$ cat src/design/gn3_pkg.sv
// Shared constants, permutation table and helper functions for gradient_noise_3d.
package gn3_pkg;

    localparam int COORD_W    = 24;
    localparam int FRAC_BITS  = 16;
    localparam int IDX_W      = 8;
    localparam int HIDX_W     = IDX_W + 1;
    localparam int FADE_W     = FRAC_BITS + 1;
    localparam int POLY_W     = FRAC_BITS + 5;
    localparam int OFS_W      = FRAC_BITS + 2;
    localparam int GRAD_W     = FRAC_BITS + 3;
    localparam int OUT_W      = 16;
    localparam int NUM_STAGES = 12;
    localparam int CORNERS    = 8;

    localparam logic [POLY_W-1:0] ONE_FX = POLY_W'(1) << FRAC_BITS;

    typedef logic [NUM_STAGES-1:0] stage_en_t;

    localparam logic [7:0] PERM_TABLE [256] = '{
        8'd151, 8'd160, 8'd137, 8'd91,  8'd90,  8'd15,  8'd131, 8'd13,
        8'd201, 8'd95,  8'd96,  8'd53,  8'd194, 8'd233, 8'd7,   8'd225,
        8'd140, 8'd36,  8'd103, 8'd30,  8'd69,  8'd142, 8'd8,   8'd99,
        8'd37,  8'd240, 8'd21,  8'd10,  8'd23,  8'd190, 8'd6,   8'd148,
        8'd247, 8'd120, 8'd234, 8'd75,  8'd0,   8'd26,  8'd197, 8'd62,
        8'd94,  8'd252, 8'd219, 8'd203, 8'd117, 8'd35,  8'd11,  8'd32,
        8'd57,  8'd177, 8'd33,  8'd88,  8'd237, 8'd149, 8'd56,  8'd87,
        8'd174, 8'd20,  8'd125, 8'd136, 8'd171, 8'd168, 8'd68,  8'd175,
        8'd74,  8'd165, 8'd71,  8'd134, 8'd139, 8'd48,  8'd27,  8'd166,
        8'd77,  8'd146, 8'd158, 8'd231, 8'd83,  8'd111, 8'd229, 8'd122,
        8'd60,  8'd211, 8'd133, 8'd230, 8'd220, 8'd105, 8'd92,  8'd41,
        8'd55,  8'd46,  8'd245, 8'd40,  8'd244, 8'd102, 8'd143, 8'd54,
        8'd65,  8'd25,  8'd63,  8'd161, 8'd1,   8'd216, 8'd80,  8'd73,
        8'd209, 8'd76,  8'd132, 8'd187, 8'd208, 8'd89,  8'd18,  8'd169,
        8'd200, 8'd196, 8'd135, 8'd130, 8'd116, 8'd188, 8'd159, 8'd86,
        8'd164, 8'd100, 8'd109, 8'd198, 8'd173, 8'd186, 8'd3,   8'd64,
        8'd52,  8'd217, 8'd226, 8'd250, 8'd124, 8'd123, 8'd5,   8'd202,
        8'd38,  8'd147, 8'd118, 8'd126, 8'd255, 8'd82,  8'd85,  8'd212,
        8'd207, 8'd206, 8'd59,  8'd227, 8'd47,  8'd16,  8'd58,  8'd17,
        8'd182, 8'd189, 8'd28,  8'd42,  8'd223, 8'd183, 8'd170, 8'd213,
        8'd119, 8'd248, 8'd152, 8'd2,   8'd44,  8'd154, 8'd163, 8'd70,
        8'd221, 8'd153, 8'd101, 8'd155, 8'd167, 8'd43,  8'd172, 8'd9,
        8'd129, 8'd22,  8'd39,  8'd253, 8'd19,  8'd98,  8'd108, 8'd110,
        8'd79,  8'd113, 8'd224, 8'd232, 8'd178, 8'd185, 8'd112, 8'd104,
        8'd218, 8'd246, 8'd97,  8'd228, 8'd251, 8'd34,  8'd242, 8'd193,
        8'd238, 8'd210, 8'd144, 8'd12,  8'd191, 8'd179, 8'd162, 8'd241,
        8'd81,  8'd51,  8'd145, 8'd235, 8'd249, 8'd14,  8'd239, 8'd107,
        8'd49,  8'd192, 8'd214, 8'd31,  8'd181, 8'd199, 8'd106, 8'd157,
        8'd184, 8'd84,  8'd204, 8'd176, 8'd115, 8'd121, 8'd50,  8'd45,
        8'd127, 8'd4,   8'd150, 8'd254, 8'd138, 8'd236, 8'd205, 8'd93,
        8'd222, 8'd114, 8'd67,  8'd29,  8'd24,  8'd72,  8'd243, 8'd141,
        8'd128, 8'd195, 8'd78,  8'd66,  8'd215, 8'd61,  8'd156, 8'd180
    };

    // Doubled-table view: a 9-bit index wraps onto the 256 entries, so the upper half mirrors the lower
    function automatic logic [IDX_W-1:0] perm(input logic [HIDX_W-1:0] idx);
        return PERM_TABLE[idx[IDX_W-1:0]];
    endfunction

    function automatic logic signed [GRAD_W-1:0] grad(
        input logic [3:0]              h,
        input logic signed [OFS_W-1:0] x,
        input logic signed [OFS_W-1:0] y,
        input logic signed [OFS_W-1:0] z
    );
        logic signed [GRAD_W-1:0] gu;
        logic signed [GRAD_W-1:0] gv;
        gu = (h < 4'd8) ? GRAD_W'(x) : GRAD_W'(y);
        if (h < 4'd4) begin
            gv = GRAD_W'(y);
        end else if (h == 4'd12 || h == 4'd14) begin
            gv = GRAD_W'(x);
        end else begin
            gv = GRAD_W'(z);
        end
        if (h[0]) gu = -gu;
        if (h[1]) gv = -gv;
        return gu + gv;
    endfunction

endpackage

$ cat src/design/gn3_fade.sv
// Five-stage fade curve 6t^5-15t^4+10t^3 for one axis, Horner form.
module gn3_fade import gn3_pkg::*; (
    input  logic                 aclk,
    input  logic [4:0]           en,
    input  logic [FRAC_BITS-1:0] frac,
    output logic [FADE_W-1:0]    fade
);

    logic [FRAC_BITS-1:0]   t_reg [4];
    logic [2*FRAC_BITS-1:0] sq_reg;
    logic [POLY_W-1:0]      p_reg [4];
    logic [POLY_W-1:0]      p_next;
    logic [POLY_W+FRAC_BITS-1:0] m2, m3, m4;
    logic [2*FRAC_BITS+3:0] sq6;

    always_comb begin
        sq6    = (2*FRAC_BITS+4)'(sq_reg) * (2*FRAC_BITS+4)'(6);
        p_next = POLY_W'(sq6 >> FRAC_BITS) + (ONE_FX * POLY_W'(10))
                 - (POLY_W'(t_reg[0]) * POLY_W'(15));
        m2 = (POLY_W+FRAC_BITS)'(p_reg[0]) * (POLY_W+FRAC_BITS)'(t_reg[1]);
        m3 = (POLY_W+FRAC_BITS)'(p_reg[1]) * (POLY_W+FRAC_BITS)'(t_reg[2]);
        m4 = (POLY_W+FRAC_BITS)'(p_reg[2]) * (POLY_W+FRAC_BITS)'(t_reg[3]);
    end

    always_ff @(posedge aclk) begin
        if (en[0]) begin
            t_reg[0] <= frac;
            sq_reg   <= frac * frac;
        end
        if (en[1]) begin
            t_reg[1] <= t_reg[0];
            p_reg[0] <= p_next;
        end
        if (en[2]) begin
            t_reg[2] <= t_reg[1];
            p_reg[1] <= POLY_W'(m2 >> FRAC_BITS);
        end
        if (en[3]) begin
            t_reg[3] <= t_reg[2];
            p_reg[2] <= POLY_W'(m3 >> FRAC_BITS);
        end
        if (en[4]) begin
            p_reg[3] <= POLY_W'(m4 >> FRAC_BITS);
        end
    end

    assign fade = FADE_W'(p_reg[3]);

endmodule

$ cat config.mk
export PLATFORM = sky130hd
export DESIGN_NAME = gn3_fade
export DESIGN_NICKNAME = d
export VERILOG_FILES = /design/src/design/gn3_pkg.sv /design/src/design/gn3_fade.sv
export SDC_FILE = /design/constraint.sdc
export NUM_CORES = 2
export LEC_CHECK = 0
export BUFFER_PORTS_ARGS = -buffer_cell sky130_fd_sc_hd__clkbuf_2
export CORE_MARGIN = 2
export CORE_UTILIZATION = 50
export CTS_BUF_LIST = sky130_fd_sc_hd__clkbuf_16
export DETAILED_ROUTE_END_ITERATION = 8
export GPL_ROUTABILITY_DRIVEN = 1
export PLACE_DENSITY = 0.65
export SYNTH_ARGS = -nofsm -noshare
export SYNTH_HDL_FRONTEND = slang
export SYNTH_SLANG_ARGS = --single-unit
$ cat constraint.sdc
create_clock -name aclk -period 11.7 [get_ports aclk]
set_input_delay 0 -clock aclk [delete_from_list [all_inputs] [get_ports aclk]]
set_output_delay 0 -clock aclk [all_outputs]
set_load 0.02 [all_outputs]
==> impl_metrics.json <==
{
  "timing.reg2reg.setup_slack_ps": 4350,
  "period_minus_slack_ps": 7350,
  "postRouteAntennaNets": 0,
  "use_met1_pct": 30.0,
  "gr-total-overflow": 0,
  "dr.pass1.iters": 5,
  "hp-class": "primary input to flip-flop",
  "cts_made_buffers": 17,
  "core_area_um2": 91400,
  "critPathKind": "flip-flop to flip-flop",
  "worstPathRequired_ps": 11950,
  "crit_fanout": 21,
  "root_buffer": "clkbuf_16",
  "final_max_slew_viol_count": 0,
  "post-route-period-util_pct": 62.8,
  "use_met3_pct": 3.48,
  "die_h_um": 307,
  "die-area_um2": 94400,
  "drtIter0Drc": 1497,
  "synth_top_family_by_area": "adder cells",
  "cts_sinks": 174,
  "cts_tree": "done",
  "dp_hpwl_um": 79800,
  "yosys.area.top_type": "fa_1",
  "h-tree-depth": 4,
  "synth_most_common_cell": "inv_1",
  "synthAdderAreaFrac_pct": 56.0,
  "grt_usage_pct": 23.2,
  "max_freq_mhz": 136,
  "routed_wirelength_um": 101000,
  "drive_above_1_share_pct": 2.02,
  "vias": 31090,
  "nets": 6270,
  "antenna_found_initial": 0,
  "syn_inst": 4882,
  "fin_skew_ps": 13.9,
  "yosys_warnings": 0,
  "synth_xor_area_share_pct": 2.30,
  "finalSetupTns_ps": 0,
  "cts_resized": 0,
  "synth_cell_types": 58,
  "io_buffers": 38,
  "drc": 0,
  "wire_per_inst_um": 16.9,
  "slew_headroom_pct": 24.9,
  "synth.cells.most_frequent": "inv_1 (1275), fa_1 (995), nand2_1 (704)",
  "grt_pass1_vias": 34148,
  "cts.clk_slew.worst_paths_ps": 70,
  "ys_seq_elements": 174,
  "syn-num-nets": 6366,
  "num_io_pins": 39,
  "clk_latency_ps": 500,
  "drv_cap": 0,
  "globalplace.congestion": 0.835,
  "synth_compound_area_share_pct": 4.09,
  "synth_top_area_share_pct": 43.3,
  "tightest_slew_ps": 1130,
  "synthMuxAreaShare_pct": 0.0680,
  "synth_edf_count": 174,
  "end_kind": "flip-flop",
  "setup_viol": 0,
  "rows": 111,
  "diodes": 0,
  "via_per_inst": 5.20,
  "synth.area.top_cells": "fa_1 (43%), ha_1 (13%), edfxtp_1 (11%), inv_1 (10%), and2_1 (6.2%)",
  "grt_max_degree": 47,
  "synth_area_per_cell_um2": 9.42,
  "largest_reg_flops": 80,
  "rsz0062_at_grt": "no",
  "grt_use_met2_pct": 40.9,
  "timing.final.hold_violations": 0,
  "synth-seq-area-share_pct": 11.4,
  "synthSimpleGateAreaFrac_pct": 14.3,
  "die_w_um": 307,
  "critPathLaunchType": "flip-flop",
  "start_util_pct": 50.3,
  "clock_path_buffers": 2,
  "synthToLayoutAreaGrowth_pct": 4.05,
  "grt_pass1_wl_um": 173000,
  "synth_flop_cell": "edfxtp_1",
  "async_flop_share_pct": 0,
  "crit_arrival_ps": 7610,
  "netlist_area_um2": 46000,
  "busiest_layer": "met2",
  "outcome": "finished clean"
}
==> placed cells by master (no fill, tap or decap), types with 5 or more instances in the layout <==
| cell type | instances |
|---|---|
| a31oi_1 | 8 |
| bufinv_16 | 6 |
| or3_1 | 5 |
| ha_1 | 467 |
| o21a_1 | 20 |
| nand4_1 | 14 |
| nand2b_1 | 8 |
| inv_1 | 1277 |
| and2_1 | 454 |
| and3_1 | 7 |
| xnor2_1 | 85 |
| a21o_1 | 39 |
| nor3_1 | 35 |
| fa_1 | 995 |
| o211ai_1 | 13 |
| edfxtp_1 | 174 |
| nor2_1 | 98 |
| and4_1 | 5 |
| nor2b_1 | 14 |
| buf_4 | 23 |
| nand3_1 | 22 |
| o21bai_1 | 16 |
| a211oi_1 | 10 |
| o31ai_1 | 5 |
| o21ai_0 | 45 |
| nand2_1 | 704 |
| clkbuf_2 | 38 |
| clkbuf_16 | 17 |
| a21boi_0 | 5 |
| a21oi_1 | 91 |
| xor2_1 | 36 |
==> kinds of logic after synthesis <==
kind of cell             after synthesis
multiplexers                           3
AND/OR/NAND/NOR                     1380
AO/OA/AOI/OAI                        289
XOR/XNOR                             121
adder cells (fa/ha/maj)             1462
buffers and inverters               1453
flip-flops                           174
==> layer usage <==
| layer | wire (um) | share of wire, % |
|---|---|---|
| met1 | 42600 | 42 |
| met2 | 51400 | 51 |
| met3 | 5500 | 5.4 |
| met4 | 1820 | 1.8 |
| met5 | 0 | 0 |
==> final cells by class <==
| type | instances | area (um^2) |
|---|---|---|
| fillers | 8404 | 43500 |
| multi-input cells | 3255 | 35300 |
| flip-flops and latches | 174 | 5230 |
| inverters | 1275 | 4790 |
| well taps | 1186 | 1480 |
| clock buffers | 17 | 425 |
| repair buffers | 63 | 383 |
| clock inverters | 14 | 239 |
==> final timing paths <==
| path | startpoint | end | cells after the start |
|---|---|---|---|
| setup / recovery | t_reg[3][1] | p_reg[3][16] | 20 |
| hold / removal | frac[15] | t_reg[0][15] | 1 |
| setup reg to reg | t_reg[3][1] | p_reg[3][16] | 20 |
| hold reg to reg | t_reg[0][14] | t_reg[1][14] | 0 |
==> timing repair <==
| item | 4_1_cts | 5_1_grt |
|---|---|---|
| hold buffers | 2 | 0 |
| hold endpoints to repair | 2 | 0 |
| setup buffers | 0 | 0 |
==> worst max-delay path: stages (launching register included) <==
cell and delay [ps]:
edfxtp_1 880, nand2_1 190, fa_1 600, inv_1 60, fa_1 530, inv_1 50
fa_1 470, fa_1 560, fa_1 430, fa_1 490, inv_1 40, ha_1 280
nand4_1 110, nor2_1 100, a311oi_1 220, a2111oi_2 800, o211ai_1 290, a21oi_2 280
o2111ai_1 210, and3_1 190, a311o_1 300
==> per-stage QoR <==
step	util, %	instance area [um^2]	cells	worst slack (ps)	hold slack [ps]
floorplan	-	46000	4882	5440	98.9
global placement	51.6	47200	5951	4390	453
detailed placement	51.6	47200	5951	4370	455
CTS	52.4	47900	5984	4350	6.44
global route	52.4	47900	5984	3910	42.2
finish	52.4	47900	5984	4350	35.0
Power is left out: the tool's default activity adds up to more than one toggle a clock period on the data nets, which glitch-free logic cannot reach.
