==> config.mk <==
export PLATFORM = sky130hd
export DESIGN_NAME = gn3_hash
export DESIGN_NICKNAME = d
export VERILOG_FILES = /design/src/design/gn3_pkg.sv /design/src/design/gn3_hash.sv
export SDC_FILE = /design/constraint.sdc
export NUM_CORES = 2
export LEC_CHECK = 0
export ABC_AREA = 1
export ABC_CLOCK_PERIOD_IN_PS = 5540
export BUFFER_PORTS_ARGS = -buffer_cell sky130_fd_sc_hd__buf_2
export CAP_MARGIN = 20
export CORE_ASPECT_RATIO = 0.5
export CORE_MARGIN = 3
export CORE_UTILIZATION = 40
export DETAILED_ROUTE_END_ITERATION = 6
export SLEW_MARGIN = 10
export SYNTH_ARGS = -nofsm -noshare
export SYNTH_HDL_FRONTEND = slang
export SYNTH_SLANG_ARGS = --single-unit
==> constraint.sdc <==
create_clock -name aclk -period 5.54 [get_ports aclk]
set_input_delay 0.277 -clock aclk [delete_from_list [all_inputs] [get_ports aclk]]
set_output_delay 0.277 -clock aclk [all_outputs]
set_load 0.01 [all_outputs]
==> src/design/gn3_pkg.sv <==
// Shared constants, permutation table and helper functions for gradient_noise_3d.
package gn3_pkg;

    localparam int COORD_W    = 24;
    localparam int FRAC_BITS  = 16;
    localparam int IDX_W      = 8;
    localparam int HIDX_W     = IDX_W + 1;
    localparam int FADE_W     = FRAC_BITS + 1;
    localparam int POLY_W     = FRAC_BITS + 5;
    localparam int OFS_W      = FRAC_BITS + 2;
    localparam int GRAD_W     = FRAC_BITS + 3;
    localparam int OUT_W      = 16;
    localparam int NUM_STAGES = 12;
    localparam int CORNERS    = 8;

    localparam logic [POLY_W-1:0] ONE_FX = POLY_W'(1) << FRAC_BITS;

    typedef logic [NUM_STAGES-1:0] stage_en_t;

    localparam logic [7:0] PERM_TABLE [256] = '{
        8'd151, 8'd160, 8'd137, 8'd91,  8'd90,  8'd15,  8'd131, 8'd13,
        8'd201, 8'd95,  8'd96,  8'd53,  8'd194, 8'd233, 8'd7,   8'd225,
        8'd140, 8'd36,  8'd103, 8'd30,  8'd69,  8'd142, 8'd8,   8'd99,
        8'd37,  8'd240, 8'd21,  8'd10,  8'd23,  8'd190, 8'd6,   8'd148,
        8'd247, 8'd120, 8'd234, 8'd75,  8'd0,   8'd26,  8'd197, 8'd62,
        8'd94,  8'd252, 8'd219, 8'd203, 8'd117, 8'd35,  8'd11,  8'd32,
        8'd57,  8'd177, 8'd33,  8'd88,  8'd237, 8'd149, 8'd56,  8'd87,
        8'd174, 8'd20,  8'd125, 8'd136, 8'd171, 8'd168, 8'd68,  8'd175,
        8'd74,  8'd165, 8'd71,  8'd134, 8'd139, 8'd48,  8'd27,  8'd166,
        8'd77,  8'd146, 8'd158, 8'd231, 8'd83,  8'd111, 8'd229, 8'd122,
        8'd60,  8'd211, 8'd133, 8'd230, 8'd220, 8'd105, 8'd92,  8'd41,
        8'd55,  8'd46,  8'd245, 8'd40,  8'd244, 8'd102, 8'd143, 8'd54,
        8'd65,  8'd25,  8'd63,  8'd161, 8'd1,   8'd216, 8'd80,  8'd73,
        8'd209, 8'd76,  8'd132, 8'd187, 8'd208, 8'd89,  8'd18,  8'd169,
        8'd200, 8'd196, 8'd135, 8'd130, 8'd116, 8'd188, 8'd159, 8'd86,
        8'd164, 8'd100, 8'd109, 8'd198, 8'd173, 8'd186, 8'd3,   8'd64,
        8'd52,  8'd217, 8'd226, 8'd250, 8'd124, 8'd123, 8'd5,   8'd202,
        8'd38,  8'd147, 8'd118, 8'd126, 8'd255, 8'd82,  8'd85,  8'd212,
        8'd207, 8'd206, 8'd59,  8'd227, 8'd47,  8'd16,  8'd58,  8'd17,
        8'd182, 8'd189, 8'd28,  8'd42,  8'd223, 8'd183, 8'd170, 8'd213,
        8'd119, 8'd248, 8'd152, 8'd2,   8'd44,  8'd154, 8'd163, 8'd70,
        8'd221, 8'd153, 8'd101, 8'd155, 8'd167, 8'd43,  8'd172, 8'd9,
        8'd129, 8'd22,  8'd39,  8'd253, 8'd19,  8'd98,  8'd108, 8'd110,
        8'd79,  8'd113, 8'd224, 8'd232, 8'd178, 8'd185, 8'd112, 8'd104,
        8'd218, 8'd246, 8'd97,  8'd228, 8'd251, 8'd34,  8'd242, 8'd193,
        8'd238, 8'd210, 8'd144, 8'd12,  8'd191, 8'd179, 8'd162, 8'd241,
        8'd81,  8'd51,  8'd145, 8'd235, 8'd249, 8'd14,  8'd239, 8'd107,
        8'd49,  8'd192, 8'd214, 8'd31,  8'd181, 8'd199, 8'd106, 8'd157,
        8'd184, 8'd84,  8'd204, 8'd176, 8'd115, 8'd121, 8'd50,  8'd45,
        8'd127, 8'd4,   8'd150, 8'd254, 8'd138, 8'd236, 8'd205, 8'd93,
        8'd222, 8'd114, 8'd67,  8'd29,  8'd24,  8'd72,  8'd243, 8'd141,
        8'd128, 8'd195, 8'd78,  8'd66,  8'd215, 8'd61,  8'd156, 8'd180
    };

    // Doubled-table view: a 9-bit index wraps onto the 256 entries, so the upper half mirrors the lower
    function automatic logic [IDX_W-1:0] perm(input logic [HIDX_W-1:0] idx);
        return PERM_TABLE[idx[IDX_W-1:0]];
    endfunction

    function automatic logic signed [GRAD_W-1:0] grad(
        input logic [3:0]              h,
        input logic signed [OFS_W-1:0] x,
        input logic signed [OFS_W-1:0] y,
        input logic signed [OFS_W-1:0] z
    );
        logic signed [GRAD_W-1:0] gu;
        logic signed [GRAD_W-1:0] gv;
        gu = (h < 4'd8) ? GRAD_W'(x) : GRAD_W'(y);
        if (h < 4'd4) begin
            gv = GRAD_W'(y);
        end else if (h == 4'd12 || h == 4'd14) begin
            gv = GRAD_W'(x);
        end else begin
            gv = GRAD_W'(z);
        end
        if (h[0]) gu = -gu;
        if (h[1]) gv = -gv;
        return gu + gv;
    endfunction

endpackage

==> src/design/gn3_hash.sv <==
// Three-stage corner hash through the doubled permutation table.
module gn3_hash import gn3_pkg::*; (
    input  logic                   aclk,
    input  logic [2:0]             en,
    input  logic [IDX_W-1:0]       ix,
    input  logic [IDX_W-1:0]       iy,
    input  logic [IDX_W-1:0]       iz,
    output logic [CORNERS-1:0][3:0] hash
);

    logic [IDX_W-1:0]  r0_reg, r1_reg, iy1_reg, iz1_reg, iz2_reg;
    logic [IDX_W-1:0]  raa_reg, rab_reg, rba_reg, rbb_reg;
    logic [HIDX_W-1:0] a_idx, b_idx, aa, ab, ba, bb;
    logic [IDX_W-1:0]  h_next [CORNERS];
    logic [CORNERS-1:0][3:0] hash_reg;

    always_comb begin
        a_idx = HIDX_W'(r0_reg) + HIDX_W'(iy1_reg);
        b_idx = HIDX_W'(r1_reg) + HIDX_W'(iy1_reg);
        aa    = HIDX_W'(raa_reg) + HIDX_W'(iz2_reg);
        ab    = HIDX_W'(rab_reg) + HIDX_W'(iz2_reg);
        ba    = HIDX_W'(rba_reg) + HIDX_W'(iz2_reg);
        bb    = HIDX_W'(rbb_reg) + HIDX_W'(iz2_reg);
        // corner index is {z, y, x}
        h_next[0] = perm(aa);
        h_next[1] = perm(ba);
        h_next[2] = perm(ab);
        h_next[3] = perm(bb);
        h_next[4] = perm(aa + HIDX_W'(1));
        h_next[5] = perm(ba + HIDX_W'(1));
        h_next[6] = perm(ab + HIDX_W'(1));
        h_next[7] = perm(bb + HIDX_W'(1));
    end

    always_ff @(posedge aclk) begin
        if (en[0]) begin
            r0_reg  <= perm(HIDX_W'(ix));
            r1_reg  <= perm(HIDX_W'(ix) + HIDX_W'(1));
            iy1_reg <= iy;
            iz1_reg <= iz;
        end
        if (en[1]) begin
            raa_reg <= perm(a_idx);
            rab_reg <= perm(a_idx + HIDX_W'(1));
            rba_reg <= perm(b_idx);
            rbb_reg <= perm(b_idx + HIDX_W'(1));
            iz2_reg <= iz1_reg;
        end
        if (en[2]) begin
            for (int c = 0; c < CORNERS; c++) begin
                hash_reg[c] <= h_next[c][3:0];
            end
        end
    end

    assign hash = hash_reg;

endmodule

==> flow_summary_export.csv <==
group,metric,value,unit
sta,timing.fmax,0.209,GHz
critical_path,startpoint,"iz2_reg[1]",
final_layout,seq_area,0.00312,mm²
clock_tree,clock_path_buffers,2,
floorplan,fp.dieH,223,µm
critical_path,rr_worst_depth,17,
floorplan,dieArea,0.0985,mm²
synth,ys_ff_latch,104,
critical_path,path_class,"flop to flop",
global_route,gr-usage-all-layers,0.356,
synth,yosys.area.top_type,"nand2_1",
floorplan,core-area,0.0933,mm²
placed_design,dp_hpwl,131000,µm
synth,synth_top_area_frac,0.296,
hold_path,hold_path.class,"primary input to flop",
critical_path,critPathLaunchType,"flop",
placed_design,place.gp.congestion,1.06,
synth,syn_inst,7523,
floorplan,start_util,0.405,
synth,synthTopCellsByArea,"nand2_1, nand3_1, edfxtp_1, o21ai_0, ha_1",
placed_design,placedCellCount,8504,
synth,synth_most_common_cell,"nand2_1",
synth,syn_area,0.0378,mm²
routing,wirelength,185000,µm
status,outcome,"complete, no violations",
global_route,grt_max_degree,92,
synth,postSynthAreaPerCell,5.03,µm²
placed_design,pre_cts_slack,0.877,ns
final_layout,drive_gt1_frac,0.0482,
floorplan,ios,60,
synth,ys.flop_type,"edfxtp_1",
critical_path,arrival,4.95,ns
synth,async_reset_ff_frac,0,
sta,drv_slew,0,
critical_path,worst-path-max-fanout,25,
global_route,grt_pass1_vias,47275,
critical_path,r2r_setup_slack,0.76,ns
sta,period_needed,4.78,ns
clock_tree,clkSinkCount,104,
critical_path,critical_path_required,5.70,ns
final_layout,synthToLayoutAreaGrowth,3.26,%
placed_design,port-buffer-count,59,
synth,synthesis.nets,7732,
global_route,antenna_found_initial,3,
sta,clock_skew,0.0191,ns
clock_tree,clock_latency,0.42,ns
routing,first_iter_violations,10254,
critical_path,end_kind,"flop",
final_layout,final_nets,7472,
global_route,grt_overflow,0,
sta,setup_viol,0,
final_layout,multi_input_area,0.0305,mm²
synth,synth_seq_area_share,0.0826,
sta,period_share,0.864,
routing,first_pass_iters,7,
sta,rsz0062_at_grt,"false",
routing,num_vias,53206,
sta,setup_tns,0,ns
synth,synth_common_cells,"nand2_1, nand3_1, o21ai_0",
clock_tree,postCtsSetupBuffers,0,
routing,drc,0,
global_route,grt_pass1_wl,282000,µm
job,maxCapViolations,0,
sta,relSlewSlack,0.250,
synth,synthDistinctLibCells,49,
critical_path,timing.rr.start,"iz2_reg[1]",
routing,routedWlPerCell,21.7,µm
final_layout,largest_reg_flops,32,
routing,via_per_inst,6.24,
clock_tree,cts_tree,"built",
clock_tree,cts_buffers,9,
final_layout,n_fill_cell,10820,
clock_tree,cts_max_level,3,
sta,hold_viol_final,0,
critical_path,r2r_end,"hash[19]",
routing,antenna_left,0,
synth,synth_edf_count,104,
hold_path,min_from,"iz[2]",
final_layout,fin_cells,8525,
sta,setup_slack,0.756,ns
synth,ys.warnings.count,0,
floorplan,die_w,441,µm
clock_tree,cts-root-buf,"clkbuf_16",
sta,tightest_slew,1.12,ns
critical_path,cp-endpoint,"hash[19]",
floorplan,rows,79,
clock_tree,clk_pin_slew,0.09,ns
-- how the worst min path moves through the flow --
| stage | to | cells past startpoint | slack (ns) |
|---|---|---|---|
| 6_report | iz1_reg[2] | 1 | 0.04 |
| 5_1_grt | iz1_reg[2] | 1 | 0.02 |
| 4_1_cts | iz1_reg[2] | 1 | 0.003 |
| 3_5_place_dp | iz2_reg[2] | 0 | 0.41 |
| 3_3_place_gp | iz2_reg[2] | 0 | 0.40 |
| 2_1_floorplan | iy1_reg[0] | 0 | 0.38 |
-- logic make-up (layout without fill, tap and decap cells) --
logic type,count (synthesis),count (layout),share of synthesized area
compound gates,976,976,0.147
xor+xnor,40,40,0.0142
simple gates,5192,5192,0.582
flops,104,104,0.0826
fa+ha+maj,181,181,0.0615
buf+inv,1030,775,0.112
other cells,0,2,0
-- what timing repair did --
item | CTS | global route
gates resized for setup | 0 | 0
hold buffers | 2 | 0
hold endpoints to repair | 2 | 0
-- placed cells by master (no fill, tap or decap), drive strengths merged, types with 10 or more instances in the layout --
cell,synthesis,routed
or2,10,10
o311ai,11,11
nand2,3015,3015
edfxtp,104,104
o31ai,11,11
nand3b,39,39
inv,531,533
nand4,66,66
o21ai,531,531
nor3,18,18
o22ai,17,17
nand3,1555,1555
clkinv,19,24
xor2,30,30
o221ai,15,15
nor2,487,487
o211ai,180,180
ha,173,173
a31oi,10,10
a21oi,175,175
xnor2,10,10
buf,308,207
-- metrics by stage --
step,area [µm²],utilization,hold WS [ns]
6_report,39100,0.419,0.0353
3_3_place_gp,38700,0.415,0.402
5_1_grt,39100,0.419,0.0163
3_5_place_dp,38700,0.415,0.410
2_1_floorplan,37800,-,0.376
4_1_cts,39000,0.418,0.00341
-- per-layer routing --
metal / wire, µm / global-route usage
met1: 75100 / 0.501
met2: 75800 / 0.519
met3: 24700 / 0.0745
met4: 9370 / 0.159
met5: 0 / 0
-- cell type report --
type | count | share of cell area
multi-input cells | 6389 | 0.781
flip-flops and latches | 104 | 0.0799
inverters | 550 | 0.0528
well taps | 1255 | 0.0402
repair buffers | 209 | 0.0380
clock buffers | 9 | 0.00577
clock inverters | 7 | 0.00170
diodes | 2 | 0.000128
-- critical path: stages, from the launching register on --
cell	delay (ns)
edfxtp_1	0.51
inv_1	0.30
fa_1	0.45
buf_4	0.21
inv_1	0.28
ha_1	0.39
inv_1	0.26
nor2_4	0.28
nand3_1	0.21
nand2_1	0.13
nand2_1	0.61
buf_4	0.44
nand2_1	0.08
nand3_1	0.08
nand3_1	0.10
nand2_1	0.07
nand2_1	0.05
nand2_1	0.06
Power is left out: the tool's default activity adds up to more than one toggle a clock period on the data nets, which glitch-free logic cannot reach.
