## src/design/gn3_pkg.sv

```systemverilog
// Shared constants, permutation table and helper functions for gradient_noise_3d.
package gn3_pkg;

    localparam int COORD_W    = 24;
    localparam int FRAC_BITS  = 16;
    localparam int IDX_W      = 8;
    localparam int HIDX_W     = IDX_W + 1;
    localparam int FADE_W     = FRAC_BITS + 1;
    localparam int POLY_W     = FRAC_BITS + 5;
    localparam int OFS_W      = FRAC_BITS + 2;
    localparam int GRAD_W     = FRAC_BITS + 3;
    localparam int OUT_W      = 16;
    localparam int NUM_STAGES = 12;
    localparam int CORNERS    = 8;

    localparam logic [POLY_W-1:0] ONE_FX = POLY_W'(1) << FRAC_BITS;

    typedef logic [NUM_STAGES-1:0] stage_en_t;

    localparam logic [7:0] PERM_TABLE [256] = '{
        8'd151, 8'd160, 8'd137, 8'd91,  8'd90,  8'd15,  8'd131, 8'd13,
        8'd201, 8'd95,  8'd96,  8'd53,  8'd194, 8'd233, 8'd7,   8'd225,
        8'd140, 8'd36,  8'd103, 8'd30,  8'd69,  8'd142, 8'd8,   8'd99,
        8'd37,  8'd240, 8'd21,  8'd10,  8'd23,  8'd190, 8'd6,   8'd148,
        8'd247, 8'd120, 8'd234, 8'd75,  8'd0,   8'd26,  8'd197, 8'd62,
        8'd94,  8'd252, 8'd219, 8'd203, 8'd117, 8'd35,  8'd11,  8'd32,
        8'd57,  8'd177, 8'd33,  8'd88,  8'd237, 8'd149, 8'd56,  8'd87,
        8'd174, 8'd20,  8'd125, 8'd136, 8'd171, 8'd168, 8'd68,  8'd175,
        8'd74,  8'd165, 8'd71,  8'd134, 8'd139, 8'd48,  8'd27,  8'd166,
        8'd77,  8'd146, 8'd158, 8'd231, 8'd83,  8'd111, 8'd229, 8'd122,
        8'd60,  8'd211, 8'd133, 8'd230, 8'd220, 8'd105, 8'd92,  8'd41,
        8'd55,  8'd46,  8'd245, 8'd40,  8'd244, 8'd102, 8'd143, 8'd54,
        8'd65,  8'd25,  8'd63,  8'd161, 8'd1,   8'd216, 8'd80,  8'd73,
        8'd209, 8'd76,  8'd132, 8'd187, 8'd208, 8'd89,  8'd18,  8'd169,
        8'd200, 8'd196, 8'd135, 8'd130, 8'd116, 8'd188, 8'd159, 8'd86,
        8'd164, 8'd100, 8'd109, 8'd198, 8'd173, 8'd186, 8'd3,   8'd64,
        8'd52,  8'd217, 8'd226, 8'd250, 8'd124, 8'd123, 8'd5,   8'd202,
        8'd38,  8'd147, 8'd118, 8'd126, 8'd255, 8'd82,  8'd85,  8'd212,
        8'd207, 8'd206, 8'd59,  8'd227, 8'd47,  8'd16,  8'd58,  8'd17,
        8'd182, 8'd189, 8'd28,  8'd42,  8'd223, 8'd183, 8'd170, 8'd213,
        8'd119, 8'd248, 8'd152, 8'd2,   8'd44,  8'd154, 8'd163, 8'd70,
        8'd221, 8'd153, 8'd101, 8'd155, 8'd167, 8'd43,  8'd172, 8'd9,
        8'd129, 8'd22,  8'd39,  8'd253, 8'd19,  8'd98,  8'd108, 8'd110,
        8'd79,  8'd113, 8'd224, 8'd232, 8'd178, 8'd185, 8'd112, 8'd104,
        8'd218, 8'd246, 8'd97,  8'd228, 8'd251, 8'd34,  8'd242, 8'd193,
        8'd238, 8'd210, 8'd144, 8'd12,  8'd191, 8'd179, 8'd162, 8'd241,
        8'd81,  8'd51,  8'd145, 8'd235, 8'd249, 8'd14,  8'd239, 8'd107,
        8'd49,  8'd192, 8'd214, 8'd31,  8'd181, 8'd199, 8'd106, 8'd157,
        8'd184, 8'd84,  8'd204, 8'd176, 8'd115, 8'd121, 8'd50,  8'd45,
        8'd127, 8'd4,   8'd150, 8'd254, 8'd138, 8'd236, 8'd205, 8'd93,
        8'd222, 8'd114, 8'd67,  8'd29,  8'd24,  8'd72,  8'd243, 8'd141,
        8'd128, 8'd195, 8'd78,  8'd66,  8'd215, 8'd61,  8'd156, 8'd180
    };

    // Doubled-table view: a 9-bit index wraps onto the 256 entries, so the upper half mirrors the lower
    function automatic logic [IDX_W-1:0] perm(input logic [HIDX_W-1:0] idx);
        return PERM_TABLE[idx[IDX_W-1:0]];
    endfunction

    function automatic logic signed [GRAD_W-1:0] grad(
        input logic [3:0]              h,
        input logic signed [OFS_W-1:0] x,
        input logic signed [OFS_W-1:0] y,
        input logic signed [OFS_W-1:0] z
    );
        logic signed [GRAD_W-1:0] gu;
        logic signed [GRAD_W-1:0] gv;
        gu = (h < 4'd8) ? GRAD_W'(x) : GRAD_W'(y);
        if (h < 4'd4) begin
            gv = GRAD_W'(y);
        end else if (h == 4'd12 || h == 4'd14) begin
            gv = GRAD_W'(x);
        end else begin
            gv = GRAD_W'(z);
        end
        if (h[0]) gu = -gu;
        if (h[1]) gv = -gv;
        return gu + gv;
    endfunction

endpackage

```

## src/design/gn3_lerp.sv

```systemverilog
// Two-stage lerp a + floor(w*(b-a)/2^F): multiply, then shift and add.
module gn3_lerp import gn3_pkg::*; (
    input  logic                     aclk,
    input  logic [1:0]               en,
    input  logic [FADE_W-1:0]        wgt,
    input  logic signed [GRAD_W-1:0] a,
    input  logic signed [GRAD_W-1:0] b,
    output logic signed [GRAD_W-1:0] y
);

    localparam int PROD_W = FADE_W + GRAD_W + 2;

    logic signed [GRAD_W:0]     diff;
    logic signed [PROD_W-1:0]   prod_reg;
    logic signed [GRAD_W-1:0]   a_reg;
    logic signed [GRAD_W-1:0]   y_reg;

    assign diff = (GRAD_W+1)'(b) - (GRAD_W+1)'(a);

    always_ff @(posedge aclk) begin
        if (en[0]) begin
            prod_reg <= PROD_W'(signed'({1'b0, wgt})) * PROD_W'(diff);
            a_reg    <= a;
        end
        if (en[1]) begin
            y_reg <= a_reg + GRAD_W'(prod_reg >>> FRAC_BITS);
        end
    end

    assign y = y_reg;

endmodule
```

## config.mk

```make
export PLATFORM = sky130hd
export DESIGN_NAME = gn3_lerp
export DESIGN_NICKNAME = d
export VERILOG_FILES = /design/src/design/gn3_pkg.sv /design/src/design/gn3_lerp.sv
export SDC_FILE = /design/constraint.sdc
export NUM_CORES = 1
export LEC_CHECK = 0
export ABC_AREA = 1
export BUFFER_PORTS_ARGS = -buffer_cell sky130_fd_sc_hd__buf_2
export CORE_MARGIN = 1.5
export CORE_UTILIZATION = 62
export CTS_CLUSTER_SIZE = 10
export DETAILED_ROUTE_END_ITERATION = 6
export PLACE_DENSITY = 0.8
export SLEW_MARGIN = 15
export SYNTH_ARGS = -nofsm -noshare
export SYNTH_HDL_FRONTEND = slang
export SYNTH_SLANG_ARGS = --single-unit
```

## constraint.sdc

```tcl
create_clock -name aclk -period 21.5 [get_ports aclk]
set_input_delay 2.15 -clock aclk [delete_from_list [all_inputs] [get_ports aclk]]
set_output_delay 2.15 -clock aclk [all_outputs]
set_load 0.05 [all_outputs]
```

==> flow_summary_export.csv <==
group,metric,value,unit
setup_path,crit_top_cell,"sky130_fd_sc_hd__inv_1",
cts,postCtsSetupRepairBufs,0,
die,std_cell_rows,58,
logic_synthesis,yosys.area.top_type,"sky130_fd_sc_hd__fa_1",
cts,post_cts_resize_count,0,
sta,finalSetupViolCount,0,
logic_synthesis,yosys.area.top_type_share,0.402,
cts,clk_latency,0.33,ns
finish,layout.filler_cells,2105,
cts,cts.root.buffer_cell,"sky130_fd_sc_hd__clkbuf_16",
global_route,globalRouteOverflowTotal,0,
sta,report.final.hold_viol_count,0,
setup_path,critPathLaunchType,"input pin",
sta,finalWorstSetupSlack,12.05,ns
global_route,wire_length_of_the_first_global_routing_pass,69200,um
logic_synthesis,syn-cell-area,15800,um^2
logic_synthesis,synthesis.nets,2433,
setup_path,critPathArrivalTime,9.53,ns
finish,synthToLayoutAreaGrowth,6.07,%
placement,detailed_place_hpwl,36800,um
status,run_status,"complete, no violations",
detailed_routing,via_per_inst,5.57,
cts,ctsLongestPathBuffers,2,
setup_path,timing.critical_path.required,21.58,ns
finish,nNetsFinal,2483,
finish,finish.instance_area,16800,um^2
finish,ff_latch_area,1710,um^2
sta,fin_tns_setup,0,ns
detailed_routing,wire_per_inst,18.5,um
placement,gp_congestion,0.970,
finish,num_antenna_cells,0,
hold_path,min_path_type,"reg2reg",
sta,rsz0062_at_grt,"no",
detailed_routing,dr.first_iter.drc_count,1034,
logic_synthesis,synth-warning-count,0,
cts,cts_made_buffers,9,
logic_synthesis,seq_total_area_yosys,0.108,
sta,final.period_utilization,0.440,
cts,cts_tree,"yes",
logic_synthesis,async_flop_share,0,
die,floorplan.die_area,26500,um^2
sta,tightest_slew,0.903,ns
global_route,grt_start_max_net_pins,39,
sta,slew_headroom,0.398,
setup_path,worstPathMaxFanout,10,
global_route,gr-usage-all-layers,0.344,
detailed_routing,detailedRoute.firstPassIterationCount,6,
finish,multi_input_area,12000,um^2
sta,clock_skew_after_layout,0.00507,ns
global_route,via_count_of_the_first_global_routing_pass,13700,
cts,clk_pin_slew_worst_paths,0.05,ns
cts,htree_num_levels,3,
flow_run,maxCapViolations,0,
logic_synthesis,synth_top_flop_cell,"sky130_fd_sc_hd__edfxtp_1",
sta,finalMaxSlewViolations,0,
detailed_routing,num_vias,12900,
placement,dpl-instance-area,16500,um^2
cts,cts_sinks,57,
placement,place_worst_setup_slack,11.84,ns
finish,drive_gt1_frac,0.0663,
logic_synthesis,synth_area_per_cell,8.18,um^2
logic_synthesis,biggest_area_contributors_in_the_synthesized_netlist,"sky130_fd_sc_hd__fa_1 40%, sky130_fd_sc_hd__inv_1 13%, sky130_fd_sc_hd__edfxtp_1 11%",
detailed_routing,final_antenna_net_count,0,
die,die_w,163,um
logic_synthesis,synth-seq-cells,57,
die,core_region_area,25100,um^2
setup_path,cp_slowest_cell,"sky130_fd_sc_hd__fa_1",
detailed_routing,route.final.wire_length,43000,um
logic_synthesis,post_synth_inst_count,1936,
setup_path,critical_path_class,"in2reg",
sta,min_tclk_post_route,9.45,ns
logic_synthesis,synth_enable_flop_cells,57,
setup_path,critPathCaptureType,"register",
setup_path,longest_individual_stage_delay_on_the_worst_path,0.89,ns
detailed_routing,route.detailed.drc,0,
die,initial_core_util,0.631,
placement,port_buffers,76,
die,die_h,163,um
sta,fmax,106,MHz
global_route,grt_antenna_before_repair,0,
cts,post_cts_hold_buffer_count,0,
logic_synthesis,yosysUniqueCellTypes,46,
sta,hold-worst-slack,0.552,ns
die,ioPinCount,77,
metrics by stage:
| step | util | std cells |
|---|---|---|
| final | 0.669 | 2321 |
| after global routing | 0.669 | 2321 |
| after CTS | 0.669 | 2321 |
| after detailed placement | 0.657 | 2305 |
| after global placement | 0.657 | 2305 |
| after floorplan | - | 1936 |
layer usage:
layer	up-vias	global-route usage	wire length, um
met5	-	0	0
met4	0	0.146	2100
met3	150	0.0940	4830
met2	682	0.568	19900
met1	6299	0.426	16100
li1	5803	-	-
cell usage in the layout, fill, tap and decap left out, types with 6 or more instances in the layout:
| cell type | count |
|---|---|
| sky130_fd_sc_hd__fa_1 | 318 |
| sky130_fd_sc_hd__edfxtp_1 | 57 |
| sky130_fd_sc_hd__ha_1 | 121 |
| sky130_fd_sc_hd__a21oi_1 | 67 |
| sky130_fd_sc_hd__nand4_1 | 7 |
| sky130_fd_sc_hd__clkbuf_16 | 9 |
| sky130_fd_sc_hd__nor3_1 | 8 |
| sky130_fd_sc_hd__xor2_1 | 32 |
| sky130_fd_sc_hd__o21ai_0 | 31 |
| sky130_fd_sc_hd__o21a_1 | 6 |
| sky130_fd_sc_hd__or2_2 | 6 |
| sky130_fd_sc_hd__inv_2 | 6 |
| sky130_fd_sc_hd__xnor2_1 | 17 |
| sky130_fd_sc_hd__buf_2 | 76 |
| sky130_fd_sc_hd__nand2_1 | 315 |
| sky130_fd_sc_hd__nand2_2 | 8 |
| sky130_fd_sc_hd__a21o_1 | 6 |
| sky130_fd_sc_hd__nor2_1 | 237 |
| sky130_fd_sc_hd__o21bai_1 | 11 |
| sky130_fd_sc_hd__inv_1 | 528 |
| sky130_fd_sc_hd__nand3_1 | 67 |
cells in the mapped netlist, types with 7 or more instances:
| cell | count |
|---|---|
| sky130_fd_sc_hd__ha_1 | 121 |
| sky130_fd_sc_hd__nand4_1 | 7 |
| sky130_fd_sc_hd__nand2_2 | 8 |
| sky130_fd_sc_hd__inv_1 | 528 |
| sky130_fd_sc_hd__fa_1 | 318 |
| sky130_fd_sc_hd__xor2_1 | 32 |
| sky130_fd_sc_hd__edfxtp_1 | 57 |
| sky130_fd_sc_hd__nand3_1 | 67 |
| sky130_fd_sc_hd__nor2_1 | 237 |
| sky130_fd_sc_hd__o21ai_0 | 31 |
| sky130_fd_sc_hd__nand2_1 | 315 |
| sky130_fd_sc_hd__clkbuf_1 | 32 |
| sky130_fd_sc_hd__nor3_1 | 8 |
| sky130_fd_sc_hd__xnor2_1 | 17 |
| sky130_fd_sc_hd__a21oi_1 | 67 |
| sky130_fd_sc_hd__o21bai_1 | 11 |
layout make-up:
class | count | area share
sequential | 57 | 0.102
clock buffer | 10 | 0.0136
timing repair buffer | 78 | 0.0235
inverter | 539 | 0.120
multi-input combinational | 1301 | 0.711
tap | 330 | 0.0246
clock inverter | 6 | 0.00491
critical path: cells and delay by family:
kind / cells / cell delay (ns)
adders and majority gates: 7 / 3.82
AOI/OAI and AO/OA: 5 / 1.15
and+or+nand+nor: 12 / 1.37
buffers and inverters: 10 / 1.04
kinds of logic (layout without fill, tap and decap cells):
logic type / Yosys count / count (layout) / share of synthesized area
buf+inv: 578 / 633 / 0.138
xor+xnor: 52 / 52 / 0.0302
flops: 57 / 57 / 0.108
simple gates: 668 / 668 / 0.173
compound gates: 142 / 142 / 0.0535
fa+ha+maj: 439 / 439 / 0.497
worst paths after layout:
kind / from / to / slack (ns) / cells past startpoint
setup / recovery: a[10] / prod_reg[34] / 12.05 / 34
hold / removal: a_reg[0] / y[0] / 0.55 / 1
setup reg to reg: prod_reg[16] / y[12] / 18.81 / 11
hold reg to reg: a_reg[0] / y[0] / 0.55 / 1
Power is not shown: default switching activity piles up to over one toggle a cycle in this logic, so the estimate is an artifact.
